### config.mk
export PLATFORM = sky130hd
export DESIGN_NAME = layer_run_segment_average_top
export DESIGN_NICKNAME = d
export VERILOG_FILES = /design/src/hdl/lsa_pkg.sv /design/src/hdl/layer_run_segment_average_top.sv
export SDC_FILE = /design/constraint.sdc
export NUM_CORES = 1
export LEC_CHECK = 0
export CELL_PAD_IN_SITES_DETAIL_PLACEMENT = 0
export CELL_PAD_IN_SITES_GLOBAL_PLACEMENT = 1
export CORE_ASPECT_RATIO = 1.2
export CORE_MARGIN = 3
export CORE_UTILIZATION = 46
export CTS_CLUSTER_SIZE = 16
export DETAILED_ROUTE_END_ITERATION = 7
export DONT_BUFFER_PORTS = 1
export PLACE_DENSITY = 0.81
export SLEW_MARGIN = 25
export SYNTH_ARGS = -nofsm -noshare
export SYNTH_HDL_FRONTEND = slang
export SYNTH_SLANG_ARGS = --single-unit
### constraint.sdc
create_clock -name clk -period 8.06 [get_ports clk]
set_input_delay 1.209 -clock clk [delete_from_list [all_inputs] [get_ports clk]]
set_output_delay 1.209 -clock clk [all_outputs]
set_load 0.01 [all_outputs]
### src/hdl/lsa_pkg.sv
// ============================================================================
// lsa_pkg: shared types and constants for layer run segment average
// Request payload structs, FSM state type, and sizing constants.
// ============================================================================
`default_nettype none

package lsa_pkg;

    // Curve length bound and the index ceiling that follows from it
    localparam int MAX_SAMPLES = 65536;
    localparam int INDEX_W     = 16;
    localparam logic [INDEX_W-1:0] INDEX_CAP =
        (MAX_SAMPLES - 1 > 65535) ? 16'hFFFF : INDEX_W'(MAX_SAMPLES - 1);

    // Run accumulator sizing
    localparam int SUM_W   = 48;
    localparam int COUNT_W = 17;
    localparam logic [COUNT_W-1:0] COUNT_CAP = 17'h10000;

    // Serial divider: one quotient bit per cycle
    localparam int DIV_STEPS = SUM_W;
    localparam int STEP_W    = $clog2(DIV_STEPS);
    localparam int REM_W     = COUNT_W - 1;

    typedef struct packed {
        logic [15:0]        layer_code;
        logic signed [31:0] sample_value;
        logic [31:0]        sample_depth;
        logic               last_sample;
    } sample_t;

    typedef struct packed {
        logic [31:0]        top_depth;
        logic [31:0]        bottom_depth;
        logic [15:0]        top_index;
        logic [15:0]        bottom_index;
        logic signed [31:0] layer_average;
        logic signed [31:0] top_value;
        logic               final_layer;
    } layer_t;

    typedef enum logic [1:0] {
        ST_IDLE,
        ST_DIV,
        ST_DONE
    } lsa_state_t;

endpackage

`default_nettype wire

### src/hdl/layer_run_segment_average_top.sv
// ============================================================================
// layer_run_segment_average_top: well-log layer run averaging
// Groups samples into runs of equal layer code and reports each closed run
// with its bounds and the mean of its values (serial signed division).
// ============================================================================
//
//  channel | direction | handshake                   | payload
//  --------+-----------+-----------------------------+-----------------------
//  sample  | in        | sample_valid / sample_ready | lsa_pkg::sample_t
//  layer   | out       | layer_valid  / layer_ready  | lsa_pkg::layer_t
//
//  A closing sample loads the 48-bit restoring divider, which yields one
//  quotient bit per cycle; the result then moves into the output register
//  as soon as that register is free.
//  sample_ready is low while the divider runs and while a finished result
//  waits for a full output register. The output register holds one result
//  so the next sample is taken while the previous layer is still pending.
//  Asynchronous reset clears run state and control; no clearing pass.
// ============================================================================
`default_nettype none

module layer_run_segment_average_top
(
    input  wire logic              clk,
    input  wire logic              rst_n,
    input  wire logic              sample_valid,
    output logic                   sample_ready,
    input  wire lsa_pkg::sample_t  sample,
    output logic                   layer_valid,
    input  wire logic              layer_ready,
    output lsa_pkg::layer_t        layer
);
    import lsa_pkg::*;

    // State and registers
    lsa_state_t state_reg, state_next;

    logic [15:0]              run_code_reg,      run_code_next;
    logic [31:0]              run_top_depth_reg, run_top_depth_next;
    logic [INDEX_W-1:0]       run_top_index_reg, run_top_index_next;
    logic [31:0]              run_top_value_reg, run_top_value_next;
    logic signed [SUM_W-1:0]  run_sum_reg,       run_sum_next;
    logic [COUNT_W-1:0]       run_count_reg,     run_count_next;
    logic [INDEX_W-1:0]       next_index_reg,    next_index_next;

    layer_t                   pend_reg,          pend_next;
    logic                     neg_reg,           neg_next;
    logic [SUM_W-1:0]         quo_reg,           quo_next;
    logic [REM_W-1:0]         rem_reg,           rem_next;
    logic [COUNT_W-1:0]       dvsr_reg,          dvsr_next;
    logic [STEP_W-1:0]        step_reg,          step_next;

    layer_t                   out_reg,           out_next;
    logic                     out_valid_reg,     out_valid_next;

    // Handshake and decode
    logic                     accept;
    logic                     closing;
    logic                     out_free;
    logic                     div_last;
    logic                     load_out;
    logic signed [SUM_W-1:0]  value_ext;
    logic [COUNT_W-1:0]       rem_sh;
    logic [COUNT_W:0]         trial;
    logic [SUM_W-1:0]         quo_signed;

    assign accept    = sample_valid && sample_ready;
    assign closing   = (run_count_reg != '0) &&
                       ((sample.layer_code != run_code_reg) || sample.last_sample);
    assign out_free  = !out_valid_reg || layer_ready;
    assign div_last  = (step_reg == STEP_W'(DIV_STEPS - 1));
    assign value_ext = SUM_W'(sample.sample_value);

    // One restoring division step
    assign rem_sh     = {rem_reg, quo_reg[SUM_W-1]};
    assign trial      = {1'b0, rem_sh} - {1'b0, dvsr_reg};
    assign quo_signed = neg_reg ? (~quo_reg + SUM_W'(1)) : quo_reg;

    // Next state
    always_comb
    begin
        state_next = state_reg;
        case (state_reg)
            ST_IDLE:
            begin
                if (sample_valid && closing)
                begin
                    state_next = ST_DIV;
                end
            end
            ST_DIV:
            begin
                if (div_last)
                begin
                    state_next = ST_DONE;
                end
            end
            ST_DONE:
            begin
                if (out_free)
                begin
                    state_next = ST_IDLE;
                end
            end
            default:
            begin
                state_next = ST_IDLE;
            end
        endcase
    end

    // State-driven outputs
    always_comb
    begin
        sample_ready = 1'b0;
        load_out     = 1'b0;
        case (state_reg)
            ST_IDLE:  sample_ready = 1'b1;
            ST_DIV:   load_out     = 1'b0;
            ST_DONE:  load_out     = out_free;
            default:  sample_ready = 1'b0;
        endcase
    end

    // Run bookkeeping on an accepted request
    always_comb
    begin
        run_code_next      = run_code_reg;
        run_top_depth_next = run_top_depth_reg;
        run_top_index_next = run_top_index_reg;
        run_top_value_next = run_top_value_reg;
        run_sum_next       = run_sum_reg;
        run_count_next     = run_count_reg;
        next_index_next    = next_index_reg;
        if (accept)
        begin
            if (closing || (run_count_reg == '0))
            begin
                run_code_next      = sample.layer_code;
                run_top_depth_next = sample.sample_depth;
                run_top_index_next = next_index_reg;
                run_top_value_next = sample.sample_value;
                run_sum_next       = value_ext;
                run_count_next     = COUNT_W'(1);
            end
            else if (run_count_reg < COUNT_CAP)
            begin
                run_sum_next   = run_sum_reg + value_ext;
                run_count_next = run_count_reg + COUNT_W'(1);
            end
            // last sample returns the block to a fresh curve
            if (sample.last_sample)
            begin
                run_code_next      = '0;
                run_top_depth_next = '0;
                run_top_index_next = '0;
                run_top_value_next = '0;
                run_sum_next       = '0;
                run_count_next     = '0;
                next_index_next    = '0;
            end
            else if (next_index_reg < INDEX_CAP)
            begin
                next_index_next = next_index_reg + INDEX_W'(1);
            end
        end
    end

    // Divider load and iteration
    always_comb
    begin
        pend_next = pend_reg;
        neg_next  = neg_reg;
        quo_next  = quo_reg;
        rem_next  = rem_reg;
        dvsr_next = dvsr_reg;
        step_next = step_reg;
        if (accept && closing)
        begin
            pend_next.top_depth     = run_top_depth_reg;
            pend_next.bottom_depth  = sample.sample_depth;
            pend_next.top_index     = run_top_index_reg;
            pend_next.bottom_index  = next_index_reg;
            pend_next.layer_average = '0;
            pend_next.top_value     = run_top_value_reg;
            pend_next.final_layer   = sample.last_sample;
            neg_next  = run_sum_reg[SUM_W-1];
            quo_next  = run_sum_reg[SUM_W-1] ? (~run_sum_reg + SUM_W'(1)) : run_sum_reg;
            rem_next  = '0;
            dvsr_next = run_count_reg;
            step_next = '0;
        end
        else if (state_reg == ST_DIV)
        begin
            step_next = step_reg + STEP_W'(1);
            if (!trial[COUNT_W])
            begin
                rem_next = trial[REM_W-1:0];
                quo_next = {quo_reg[SUM_W-2:0], 1'b1};
            end
            else
            begin
                rem_next = rem_sh[REM_W-1:0];
                quo_next = {quo_reg[SUM_W-2:0], 1'b0};
            end
        end
    end

    // Output register
    always_comb
    begin
        out_next       = out_reg;
        out_valid_next = out_valid_reg && !layer_ready;
        if (load_out)
        begin
            out_next               = pend_reg;
            out_next.layer_average = quo_signed[31:0];
            out_valid_next         = 1'b1;
        end
    end

    // Control and run state
    always_ff @(posedge clk or negedge rst_n)
    begin
        if (!rst_n)
        begin
            state_reg         <= ST_IDLE;
            out_valid_reg     <= 1'b0;
            run_code_reg      <= '0;
            run_top_depth_reg <= '0;
            run_top_index_reg <= '0;
            run_top_value_reg <= '0;
            run_sum_reg       <= '0;
            run_count_reg     <= '0;
            next_index_reg    <= '0;
            step_reg          <= '0;
        end
        else
        begin
            state_reg         <= state_next;
            out_valid_reg     <= out_valid_next;
            run_code_reg      <= run_code_next;
            run_top_depth_reg <= run_top_depth_next;
            run_top_index_reg <= run_top_index_next;
            run_top_value_reg <= run_top_value_next;
            run_sum_reg       <= run_sum_next;
            run_count_reg     <= run_count_next;
            next_index_reg    <= next_index_next;
            step_reg          <= step_next;
        end
    end

    // Payload registers
    always_ff @(posedge clk)
    begin
        pend_reg <= pend_next;
        neg_reg  <= neg_next;
        quo_reg  <= quo_next;
        rem_reg  <= rem_next;
        dvsr_reg <= dvsr_next;
        out_reg  <= out_next;
    end

    assign layer_valid = out_valid_reg;
    assign layer       = out_reg;

endmodule

`default_nettype wire
==> results by group <==
Cells and area
  • Multi-input logic area: 8750 sq um
  • Max reg flops: roughly 160
  • Fillers: roughly 4500
  • Final nets: around 2300
  • Final Instance Area: between 20000 and 30000 sq um
  • Proportion of layout cells with a drive suffix above 1: between 6 and 7%
  • # diodes: 0
  • Most frequent cells in the layout: 356 x edfxtp_1, 231 x nand2_1, 224 x o21ai_0
  • Area Growth Syn to Fin: 10.84%
  • Commonest non-fill, non-tap cell in the layout: edfxtp_1
  • Register Area: around 16000 sq um

Detailed routing
  • Post-DRT Antenna Nets: 0
  • WL/cell: 20.50 microns
  • Initial drt markers: between 1000 and 1500
  • Final wirelength: roughly 58 mm
  • Residual DRC count: 0
  • Vias per cell: about 5.6
  • Pre-antenna DRT Iters: 7
  • Vias: between 15000 and 20000

STA
  • Max_slew headroom: ~34%
  • Achievable Freq: 227.8 MHz
  • Post-layout minimum cycle time: 4.391 ns
  • Final Max Tran Viols: 0
  • Setup TNS: 0 ns
  • Worst-margin pin slew: between 0.9 and 1 ns
  • Unrepaired setup endpoints after global routing: false
  • Endpoints failing hold: 0
  • # setup viols final: 0
  • Final Cycle Share: 54.47%
  • Layout Skew: about 0.045 ns

Synth
  • Cell area after synthesis: between 20000 and 25000 sq um
  • Top FF cell, synth: edfxtp_1
  • Cell variety after synth: 68
  • EDFF count, synth: about 360
  • Register area share after synthesis: ~63%
  • Synth Warn #: 0
  • Synthesized instance count: ~2100
  • #FFs+latches synth: between 500 and 600
  • Mapped Avg Cell Area: roughly 12 sq um
  • Post-Synthesis Net Count: between 2000 and 2500
  • Asr flop ratio synth: about 33%

GRT
  • GRT Residual Overflow: 0
  • Vias in the first global route: approximately 16000
  • Antenna violations before repair: 0
  • Largest net degree at the start of global routing: around 190
  • First-pass GRT wire length: 91.58 mm
  • GRT Util Overall: 20.54%

Floorplan
  • Area of the core: 52950 sq um
  • Die height: 260.6 microns
  • Die footprint: between 50000 and 60000 sq um
  • Site row count: 92
  • I/O pin count: about 250
  • Initial Util: 46.94%
  • Die W: between 200 and 250 microns

Power and ir drop
  • Leakage power: 10.53 nW
  • P per Cell Area: 212.2 nW/um^2
  • VDD IR max: around 180 uV

Setup path
  • Crit path kind: primary input to flip-flop
  • CP cell instances: xor2_1 > nor4_1 > nand4_1 > nor3_1 > buf_4 > nand2_2 > buf_4 > clkinv_1 > o21ai_1 > nor2_1 > a21oi_1 > o21ai_0
  • Worst path most repeated cell: buf_4
  • Data required, critical path: ~8.5 ns
  • Critical path arrival: 4.82 ns
  • Peak fanout along the critical path: 66
  • Crit-path leading delay family: buffers and inverters
  • Worst path slowest cell: o21ai_1
  • CP bufs+invs: 3
  • CP peak stage delay: about 0.87 ns
  • Worst Setup End Kind: flip-flop
  • CP startpoint kind: primary input

Hold path
  • HP Class: primary input to asynchronous set/reset pin

Clock network
  • Post-CTS Setup Inserts: 0
  • Reg clk slew, reported paths: 0.07 ns
  • H-Tree Depth: 2
  • Worst-Skew Late Latency: 0.63 ns
  • Post-CTS resize count: 0
  • Num CTS Buffers: 54
  • Sink Count: between 500 and 600
  • CTS tree: yes
  • CTS Hold Bufs: 0
  • Deepest clock path buffer count: 3
  • Clk root buf: clkbuf_16

Placement
  • Dpl cell area: between 20000 and 30000 sq um
  • Buffers on Ports: 0
  • GP Congestion: slightly below 0.9
  • Detail Placement HPWL: a little under 40 mm

Status
  • Status: finished clean

Flow run
  • Max cap viols: 0
==> kinds of logic (layout without fill, tap and decap cells) <==
group           Yosys count  after routing  share of synthesized area, %
mux                       6              6                        0.2416
fa+ha+maj                72             72                         3.685
simple gates            652            652                         12.63
xor+xnor                170            170                         5.990
compound gates          522            522                         12.42
buf+inv                 133            160                         2.013
flops                   558            558                         63.02
==> power by group <==
| part | internal (mW) | switching, mW |
|---|---|---|
| Combinational | 0.0349 | 0.0404 |
| Sequential | 3.02 | 0.0000000000000000254 |
| Clock | 1.63 | 1.12 |
| Total | 4.68 | 1.17 |
==> cell usage after synthesis, drive strengths merged, types with 5 or more instances <==
library cell / n / area, sq um
nor2b: 10 / 62.56
o21ai: 225 / 1126
o31ai: 35 / 267.8
xor2: 107 / 937.2
and3: 14 / 87.58
nand2b: 104 / 650.6
mux2i: 6 / 60.06
or3: 16 / 106.4
ha: 70 / 875.8
a211oi: 8 / 60.06
xnor2: 63 / 551.8
a21o: 31 / 232.7
clkbuf: 84 / 315.3
inv: 42 / 157.7
or2: 5 / 33.79
dfxtp: 16 / 320.3
o41ai: 14 / 130.1
nand3: 36 / 180.2
edfxtp: 356 / 10690
a21oi: 139 / 695.7
o31a: 6 / 52.55
nor2: 142 / 533.0
nor3: 28 / 140.1
dfrtp: 186 / 4654
nor4: 13 / 96.34
or4: 14 / 116.4
buf: 6 / 23.77
o21a: 12 / 90.09
and2: 7 / 43.79
nand4: 18 / 112.6
a31oi: 7 / 43.79
a22o: 10 / 87.58
nand2: 233 / 874.6
==> area by class of cell <==
| type | count | area share, % |
|---|---|---|
| clock inverter | 36 | 1.798 |
| timing repair buffer | 15 | 0.4768 |
| clock buffer | 66 | 5.322 |
| sequential | 558 | 56.86 |
| inverter | 43 | 0.5858 |
| tap | 705 | 3.202 |
| multi-input combinational | 1422 | 31.76 |
==> stage by stage <==
| stage | worst slack (ns) | hold slack (ns) | total power, mW | utilization [%] | cells |
|---|---|---|---|---|---|
| floorplan | 1.309 | 0.4003 | 3.144 | - | 2113 |
| global placement | 2.791 | 0.4014 | 3.153 | 48.24 | 2742 |
| detailed placement | 2.699 | 0.4045 | 3.153 | 48.25 | 2742 |
| CTS | 3.401 | 0.2619 | 5.902 | 51.95 | 2844 |
| global route | 3.219 | 0.2737 | 6.027 | 52.03 | 2845 |
| finish | 3.669 | 0.3369 | 5.846 | 52.03 | 2845 |
==> final timing paths <==
| path | startpoint | endpoint | slack [ns] | cells past startpoint |
|---|---|---|---|---|
| setup / recovery | sample[76] | run_sum_reg[36]$_DFFE_PN0P_ | 3.67 | 12 |
| hold / removal | rst_n | run_top_depth_reg[2]$_DFFE_PN0P_ | 0.34 | 0 |
| setup reg to reg | state_reg[0]$_DFFE_PN0P_ | pend_reg[99]$_DFFE_PP_ | 3.77 | 7 |
| hold reg to reg | pend_reg[86]$_DFFE_PP_ | layer[86]$_DFFE_PP_ | 0.39 | 0 |
| max in group asynchronous | rst_n | step_reg[1]$_DFFE_PN0P_ | 7.14 | 0 |
| min in group clk | pend_reg[86]$_DFFE_PP_ | layer[86]$_DFFE_PP_ | 0.39 | 0 |
==> metal layers <==
layer	part of all wire (%)	track usage, %	vias up
met3	6.0	3.948	96
met5	0	0	-
li1	-	-	7597
met4	3.1	6.525	0
met2	49	34.87	417
met1	42	26.72	7721
Note: power is estimated with default switching activity, not from simulation.
